`src/rtl/mvss_pkg.sv`:
```
// Shared types, constants and the segment decode for the millivolt scanner.
// No dependencies; used by every module under rtl/.
package mvss_pkg;

    localparam int ADC_W   = 12;
    localparam int MV_W    = 12;
    localparam int PROD_W  = 24;
    localparam int DIG_W   = 4;
    localparam int SEG_W   = 7;
    localparam int NDIG    = 4;
    localparam int IDX_W   = 2;

    localparam logic [11:0] SCALE_MUL = 12'd3300;
    localparam logic [12:0] ADC_FULL  = 13'd4095;
    localparam logic [MV_W-1:0] MV_MAX = 12'd3300;

    localparam logic OP_TICK   = 1'b0;
    localparam logic OP_SAMPLE = 1'b1;

    localparam logic [IDX_W-1:0] POS_THOU = 2'd0;
    localparam logic [IDX_W-1:0] POS_HUND = 2'd1;
    localparam logic [IDX_W-1:0] POS_TENS = 2'd2;
    localparam logic [IDX_W-1:0] POS_ONES = 2'd3;

    typedef struct packed {
        logic [DIG_W-1:0] thou;
        logic [DIG_W-1:0] hund;
        logic [DIG_W-1:0] tens;
        logic [DIG_W-1:0] ones;
    } digits_t;

    // a..g in bits 0..6; anything above nine is blank
    function automatic logic [SEG_W-1:0] seg_pattern(input logic [DIG_W-1:0] d);
        logic [SEG_W-1:0] p;
        case (d)
            4'd0:    p = 7'h3F;
            4'd1:    p = 7'h06;
            4'd2:    p = 7'h5B;
            4'd3:    p = 7'h4F;
            4'd4:    p = 7'h66;
            4'd5:    p = 7'h6D;
            4'd6:    p = 7'h7D;
            4'd7:    p = 7'h07;
            4'd8:    p = 7'h7F;
            4'd9:    p = 7'h6F;
            default: p = 7'h00;
        endcase
        return p;
    endfunction

endpackage

```
`src/rtl/millivolt_seven_segment_scanner_core.sv`:
```
// Top level of the millivolt seven-segment scanner.
// Depends on mvss_pkg, mvss_scale, mvss_digits, mvss_drive.
//
// Each input word is either a scan tick (operation 0) or a 12-bit ADC sample
// (operation 1); every word returns exactly one output word carrying the
// current segment, common-line and decimal-point drive. A sample is scaled to
// floor(sample*3300/4095) mV and split into four decimal digits; a tick steps
// the digit index (0..3, thousands first) and latches that digit's pattern.
// One word is accepted per clock while the pipeline is not stalled. Results
// pass through the six-register pipeline (multiply, divide correction, three
// digit-split stages, output register). Stalls on m_ready back up through the
// pipeline; bubbles inside it still let input words in.
module millivolt_seven_segment_scanner_core (
    input  logic                          aclk,
    input  logic                          aresetn,
    input  logic                          s_valid,
    output logic                          s_ready,
    input  logic                          s_operation,
    input  logic [mvss_pkg::ADC_W-1:0]    s_adc_sample,
    output logic                          m_valid,
    input  logic                          m_ready,
    output logic [mvss_pkg::SEG_W-1:0]    m_segments,
    output logic [mvss_pkg::NDIG-1:0]     m_digit_enable_n,
    output logic                          m_decimal_point
);

    logic                          sc_valid, sc_ready, sc_op;
    logic [mvss_pkg::MV_W-1:0]     sc_mv;
    logic                          dg_valid, dg_ready, dg_op;
    mvss_pkg::digits_t             dg_digits;

    mvss_scale u_scale (
        .aclk      (aclk),
        .aresetn   (aresetn),
        .in_valid  (s_valid),
        .in_ready  (s_ready),
        .in_op     (s_operation),
        .in_sample (s_adc_sample),
        .out_valid (sc_valid),
        .out_ready (sc_ready),
        .out_op    (sc_op),
        .out_mv    (sc_mv)
    );

    mvss_digits u_digits (
        .aclk       (aclk),
        .aresetn    (aresetn),
        .in_valid   (sc_valid),
        .in_ready   (sc_ready),
        .in_op      (sc_op),
        .in_mv      (sc_mv),
        .out_valid  (dg_valid),
        .out_ready  (dg_ready),
        .out_op     (dg_op),
        .out_digits (dg_digits)
    );

    mvss_drive u_drive (
        .aclk             (aclk),
        .aresetn          (aresetn),
        .in_valid         (dg_valid),
        .in_ready         (dg_ready),
        .in_op            (dg_op),
        .in_digits        (dg_digits),
        .m_valid          (m_valid),
        .m_ready          (m_ready),
        .m_segments       (m_segments),
        .m_digit_enable_n (m_digit_enable_n),
        .m_decimal_point  (m_decimal_point)
    );

    a_one_common: assert property (@(posedge aclk) disable iff (!aresetn)
        $countones(m_digit_enable_n) >= 3)
        else $error("more than one common line active");

    a_point_thou: assert property (@(posedge aclk) disable iff (!aresetn)
        m_decimal_point == (m_digit_enable_n == 4'b1110))
        else $error("decimal point not tied to thousands digit");

    a_mv_range: assert property (@(posedge aclk) disable iff (!aresetn)
        sc_valid |-> sc_mv <= mvss_pkg::MV_MAX)
        else $error("scaled value above full scale");

    a_no_blank: assert property (@(posedge aclk) disable iff (!aresetn)
        m_digit_enable_n != 4'hF |-> m_segments != 7'h00)
        else $error("active digit blanked");

endmodule

```
`src/rtl/mvss_scale.sv`:
```
// Two-stage scaler: sample * 3300, then exact floor divide by 4095.
// Depends on mvss_pkg.
module mvss_scale (
    input  logic                          aclk,
    input  logic                          aresetn,
    input  logic                          in_valid,
    output logic                          in_ready,
    input  logic                          in_op,
    input  logic [mvss_pkg::ADC_W-1:0]    in_sample,
    output logic                          out_valid,
    input  logic                          out_ready,
    output logic                          out_op,
    output logic [mvss_pkg::MV_W-1:0]     out_mv
);

    logic                          v1_reg, v2_reg;
    logic                          op1_reg, op2_reg;
    logic [mvss_pkg::PROD_W-1:0]   prod1_reg, prod1_next;
    logic [mvss_pkg::MV_W-1:0]     mv2_reg, mv2_next;
    logic                          en1, en2;
    logic [mvss_pkg::MV_W-1:0]     q0;
    logic [12:0]                   rem;

    assign en2      = !v2_reg || out_ready;
    assign en1      = !v1_reg || en2;
    assign in_ready = en1;

    assign prod1_next = mvss_pkg::PROD_W'(in_sample) * mvss_pkg::PROD_W'(mvss_pkg::SCALE_MUL);

    // x/4095: q0 = x>>12, remainder x - 4095*q0 stays below 2*4095
    assign q0  = prod1_reg[mvss_pkg::PROD_W-1:12];
    assign rem = {1'b0, prod1_reg[11:0]} + {1'b0, q0};
    assign mv2_next = (rem >= mvss_pkg::ADC_FULL) ? q0 + 12'd1 : q0;

    always_ff @(posedge aclk) begin
        if (!aresetn) begin
            v1_reg <= 1'b0;
            v2_reg <= 1'b0;
        end else begin
            if (en1) v1_reg <= in_valid;
            if (en2) v2_reg <= v1_reg;
        end
    end

    always_ff @(posedge aclk) begin
        if (en1) begin
            op1_reg   <= in_op;
            prod1_reg <= prod1_next;
        end
        if (en2) begin
            op2_reg <= op1_reg;
            mv2_reg <= mv2_next;
        end
    end

    assign out_valid = v2_reg;
    assign out_op    = op2_reg;
    assign out_mv    = mv2_reg;

endmodule

```
`src/rtl/mvss_digits.sv`:
```
// Three-stage decimal split of the millivolt value into four digits.
// Depends on mvss_pkg.
module mvss_digits (
    input  logic                          aclk,
    input  logic                          aresetn,
    input  logic                          in_valid,
    output logic                          in_ready,
    input  logic                          in_op,
    input  logic [mvss_pkg::MV_W-1:0]     in_mv,
    output logic                          out_valid,
    input  logic                          out_ready,
    output logic                          out_op,
    output mvss_pkg::digits_t             out_digits
);

    logic v3_reg, v4_reg, v5_reg;
    logic op3_reg, op4_reg, op5_reg;
    logic en3, en4, en5;

    logic [1:0]  thou3_reg, thou3_next, thou4_reg;
    logic [9:0]  r1_reg, r1_next;
    logic [3:0]  hund4_reg, hund4_next;
    logic [6:0]  r2_reg, r2_next;
    logic [15:0] hprod;
    logic [14:0] tprod;
    logic [3:0]  tens_next, ones_next;
    mvss_pkg::digits_t dig5_reg, dig5_next;

    assign en5      = !v5_reg || out_ready;
    assign en4      = !v4_reg || en5;
    assign en3      = !v3_reg || en4;
    assign in_ready = en3;

    always_comb begin
        if (in_mv >= 12'd3000)      thou3_next = 2'd3;
        else if (in_mv >= 12'd2000) thou3_next = 2'd2;
        else if (in_mv >= 12'd1000) thou3_next = 2'd1;
        else                        thou3_next = 2'd0;
        r1_next = 10'(in_mv - 12'(thou3_next) * 12'd1000);
    end

    // r1 < 1000: (r1*41)>>12 == r1/100
    assign hprod      = 16'(r1_reg) * 16'd41;
    assign hund4_next = hprod[15:12];
    assign r2_next    = 7'(r1_reg - 10'(hund4_next) * 10'd100);

    // r2 < 100: (r2*205)>>11 == r2/10
    assign tprod     = 15'(r2_reg) * 15'd205;
    assign tens_next = tprod[14:11];
    assign ones_next = 4'(r2_reg - 7'(tens_next) * 7'd10);

    always_comb begin
        dig5_next.thou = {2'b00, thou4_reg};
        dig5_next.hund = hund4_reg;
        dig5_next.tens = tens_next;
        dig5_next.ones = ones_next;
    end

    always_ff @(posedge aclk) begin
        if (!aresetn) begin
            v3_reg <= 1'b0;
            v4_reg <= 1'b0;
            v5_reg <= 1'b0;
        end else begin
            if (en3) v3_reg <= in_valid;
            if (en4) v4_reg <= v3_reg;
            if (en5) v5_reg <= v4_reg;
        end
    end

    always_ff @(posedge aclk) begin
        if (en3) begin
            op3_reg   <= in_op;
            thou3_reg <= thou3_next;
            r1_reg    <= r1_next;
        end
        if (en4) begin
            op4_reg   <= op3_reg;
            thou4_reg <= thou3_reg;
            hund4_reg <= hund4_next;
            r2_reg    <= r2_next;
        end
        if (en5) begin
            op5_reg  <= op4_reg;
            dig5_reg <= dig5_next;
        end
    end

    assign out_valid  = v5_reg;
    assign out_op     = op5_reg;
    assign out_digits = dig5_reg;

endmodule

```
`src/rtl/mvss_drive.sv`:
```
// Display state and output register: stored digits, scan index, latched drive.
// Depends on mvss_pkg.
module mvss_drive (
    input  logic                          aclk,
    input  logic                          aresetn,
    input  logic                          in_valid,
    output logic                          in_ready,
    input  logic                          in_op,
    input  mvss_pkg::digits_t             in_digits,
    output logic                          m_valid,
    input  logic                          m_ready,
    output logic [mvss_pkg::SEG_W-1:0]    m_segments,
    output logic [mvss_pkg::NDIG-1:0]     m_digit_enable_n,
    output logic                          m_decimal_point
);

    logic                          valid_reg;
    mvss_pkg::digits_t             digits_reg;
    logic [mvss_pkg::IDX_W-1:0]    idx_reg, idx_next;
    logic [mvss_pkg::SEG_W-1:0]    seg_reg, seg_next;
    logic [mvss_pkg::NDIG-1:0]     com_reg, com_next;
    logic                          pt_reg, pt_next;
    logic [mvss_pkg::DIG_W-1:0]    sel_digit;
    logic                          take;

    assign in_ready = !valid_reg || m_ready;
    assign take     = in_valid && in_ready;

    assign idx_next = idx_reg + 2'd1;

    always_comb begin
        case (idx_next)
            mvss_pkg::POS_THOU: sel_digit = digits_reg.thou;
            mvss_pkg::POS_HUND: sel_digit = digits_reg.hund;
            mvss_pkg::POS_TENS: sel_digit = digits_reg.tens;
            mvss_pkg::POS_ONES: sel_digit = digits_reg.ones;
            default:            sel_digit = digits_reg.ones;
        endcase
        seg_next = mvss_pkg::seg_pattern(sel_digit);
        com_next = ~(4'b0001 << idx_next);
        pt_next  = (idx_next == mvss_pkg::POS_THOU);
    end

    always_ff @(posedge aclk) begin
        if (!aresetn) begin
            valid_reg  <= 1'b0;
            digits_reg <= '0;
            idx_reg    <= '0;
            seg_reg    <= '0;
            com_reg    <= '1;
            pt_reg     <= 1'b0;
        end else begin
            if (in_ready) valid_reg <= in_valid;
            if (take) begin
                if (in_op == mvss_pkg::OP_SAMPLE) begin
                    digits_reg <= in_digits;
                end else begin
                    idx_reg <= idx_next;
                    seg_reg <= seg_next;
                    com_reg <= com_next;
                    pt_reg  <= pt_next;
                end
            end
        end
    end

    assign m_valid          = valid_reg;
    assign m_segments       = seg_reg;
    assign m_digit_enable_n = com_reg;
    assign m_decimal_point  = pt_reg;

endmodule
```
`config.mk`:
```
export PLATFORM = sky130hd
export DESIGN_NAME = millivolt_seven_segment_scanner_core
export DESIGN_NICKNAME = d
export VERILOG_FILES = /design/src/rtl/mvss_pkg.sv /design/src/rtl/millivolt_seven_segment_scanner_core.sv /design/src/rtl/mvss_scale.sv /design/src/rtl/mvss_digits.sv /design/src/rtl/mvss_drive.sv
export SDC_FILE = /design/constraint.sdc
export NUM_CORES = 1
export LEC_CHECK = 0
export BUFFER_PORTS_ARGS = -buffer_cell sky130_fd_sc_hd__clkbuf_2
export CAP_MARGIN = 20
export CELL_PAD_IN_SITES_DETAIL_PLACEMENT = 2
export CELL_PAD_IN_SITES_GLOBAL_PLACEMENT = 2
export CORE_MARGIN = 1.5
export CORE_UTILIZATION = 43
export DETAILED_ROUTE_END_ITERATION = 10
export PLACE_DENSITY = 0.78
export SYNTH_ARGS = -nofsm -noshare
export SYNTH_HDL_FRONTEND = slang
export SYNTH_SLANG_ARGS = --single-unit
```
`constraint.sdc`:
```
create_clock -name aclk -period 5.58 [get_ports aclk]
set_input_delay 0 -clock aclk [delete_from_list [all_inputs] [get_ports aclk]]
set_output_delay 0 -clock aclk [all_outputs]
set_load 0.03 [all_outputs]
```
==> reports/metrics.yaml <==
numCtsBuffers: 9
synth-simple-area-share_pct: 7.325
area.growth.synth_to_final_pct: 9.046
start_util_pct: 43.62
post_cts_resized: 0
max_freq_ghz: 0.1940
top_layer: "met4"
critPathCaptureType: "flop"
synth_top_area_share_pct: 26.62
routed_wl_mm: 21.96
drt-met1-wl_mm: 9.259
synthAdderAreaFrac_pct: 34.99
grt.overflow.total: 0
synth_cell_types: 51
r2r_cells: 19
drive_gt1_share_pct: 6.383
num_rows: 52
place.gp.congestion: 0.8801
critical_path_class: "reg -> reg"
synth_edf_count: 78
diodes: 0
maxCapViolations: 0
netlist_top_cells_area: "edfxtp_1 (27%), ha_1 (25%), fa_1 (10%)"
skew_ps: 9.834
syn_area_sq_um: 8797
synth_compound_area_share_pct: 11.42
synth_top_family_by_area: "adder cells"
root_buffer: "clkbuf_16"
num_io_pins: 31
dr_wl_met3_um: 458
r2r_slack_ps: 420
finalSetupViolCount: 0
largest_register_ffs: 22
seq_area_frac_synth_pct: 34.36
status: "finished clean"
postSynthCellCount: 803
ys_warn_count: 0
ys_ff_latch: 112
vias: 6036
ys.flop_type: "edfxtp_1"
yosys.area_share.xor_xnor_pct: 6.571
cts_sinks: 112
groute.usage.overall_pct: 21.91
cts_tree: "yes"
maxSlewViolCount: 0
synth_mux_area_share_pct: 0.1280
dr.pass1.iters: 6
postCtsSetupBuffers: 0
grt_pass1_wl_mm: 36.76
syn_area_per_cell_sq_um: 10.96
place_hpwl_mm: 18.30
core_area_sq_um: 20170
insertion_delay_ps: 350
antenna_found_initial: 0
cp_max_fo: 5
cp.arrival_ps: 5260
async_reset_ff_share_pct: 0
worstHoldPathType: "in -> reg"
synth_fp_nets: 1039
clk_pin_slew_ps: 80
cp-start-kind: "flop"
grt_max_degree: 35
viasPerCell: 5.409
final_util_pct: 47.56
rsz0062_at_grt: "no"
port_buffers: 30
final_hold_viol_count: 0
die_x_um: 146.0
finalCritPeriodShare_pct: 92.39
fillCellCount: 2080
slew_headroom_pct: 48.71
htreeDepth: 3
ctsHoldBuffers: 6
min_path_cells: 2
clockBufferDepth: 2
drcViolationCount: 0
wl_met2_mm: 12.03
required_ps: 5680
yosysTopAreaCell: "edfxtp_1"
grt_pass1_vias: 7013
tightest_slew_ps: 769.4
tns_ps: 0
drt_iter0_drc: 238
fin_crit_ps: 5156
dieArea_sq_um: 21330
die_h_um: 146.0
antenna_left: 0
final_nets: 1077
wl_per_cell_um: 19.67
## stage by stage
stage | instance area (sq um) | instances | hold WS [ps] | setup slack, ps
4_1_cts | 9593 | 1116 | 55.56 | 462.3
3_5_place_dp | 9255 | 1094 | 181.9 | 464.6
2_1_floorplan | 8797 | 803 | 98.87 | 1130
6_report | 9593 | 1116 | 67.27 | 424.5
3_3_place_gp | 9240 | 1093 | 177.7 | 854.4
5_1_grt | 9593 | 1116 | 65.14 | 121.6
## per-layer routing
layer	global-route usage, %	vias up
li1	-	2883
met1	26.55	3082
met2	41.81	54
met3	2.688	17
met4	3.990	0
met5	0	-
## critical path, cell delays in order, from the launching register on
cell and delay, ps:
edfxtp_1 510, ha_1 330, inv_1 50, fa_1 500, inv_1 40, ha_1 290
ha_1 290, and3_1 180, a311oi_1 440, nor2_1 120, a211oi_1 460, o21ai_0 230
xor2_1 200, ha_1 300, inv_1 40, ha_1 310, a21oi_1 190, xnor2_1 160
xnor2_1 110, xnor2_1 150
## cell families (layout without fill, tap and decap cells)
| family | count (synthesis) | count (layout) |
|---|---|---|
| buffers and inverters | 120 | 163 |
| muxes | 1 | 1 |
| xor gates and xnor gates | 66 | 66 |
| adders and majority gates | 219 | 219 |
| DFF | 112 | 112 |
| AOI/OAI and AO/OA | 147 | 147 |
| and+or+nand+nor | 138 | 138 |
## cell usage in the layout, fill, tap and decap left out, types with 2 or more instances in the layout
cell type,instances
o211ai_1,6
a21o_1,19
nand2_1,59
nor2_1,20
edfxtp_1,78
a222oi_1,4
and2_1,6
dfxtp_1,34
clkinv_4,2
inv_1,110
clkbuf_16,9
nand4_1,7
nand2b_1,2
xor2_1,18
o221ai_1,2
xnor2_1,48
o211a_1,2
o2111ai_1,2
o21a_1,5
inv_4,3
a31oi_1,4
a41o_1,2
and3_1,7
a211oi_1,4
fa_1,45
dlygate4sd3_1,6
clkbuf_2,30
o21ai_0,25
nor3_1,9
a21boi_0,18
ha_1,174
nor2b_1,9
a21oi_1,35
nand3_1,11
nor4_1,2
o21bai_1,6
or2_2,3
## synth_stat cells, types with 19 or more instances
cell,n
a21o_1,19
a21oi_1,35
dfxtp_1,34
edfxtp_1,78
fa_1,45
ha_1,174
inv_1,110
nand2_1,59
nor2_1,20
o21ai_0,25
xnor2_1,48
## final cells by class
class / instances / area [sq um] / share of cell area, %
Clock buffer: 9 / 225.2 / 2.348
Sequential cell: 112 / 3023 / 31.51
Clock inverter: 7 / 52.55 / 0.5478
Tap cell: 270 / 337.8 / 3.522
Inverter: 110 / 412.9 / 4.304
Multi-Input combinational cell: 571 / 5316 / 55.42
Timing Repair Buffer: 37 / 225.2 / 2.348
## path summary, 6_finish.rpt
| check | startpoint | to |
|---|---|---|
| setup / recovery | u_digits.r1_reg[3] | u_digits.r2_reg[6] |
| hold / removal | s_adc_sample[3] | u_scale.prod1_reg[5] |
| setup reg to reg | u_digits.r1_reg[3] | u_digits.r2_reg[6] |
| hold reg to reg | u_digits.thou4_reg[1] | u_digits.out_digits[13] |
Power is left out: the tool's default activity adds up to more than one toggle a clock period on the data nets, which glitch-free logic cannot reach.
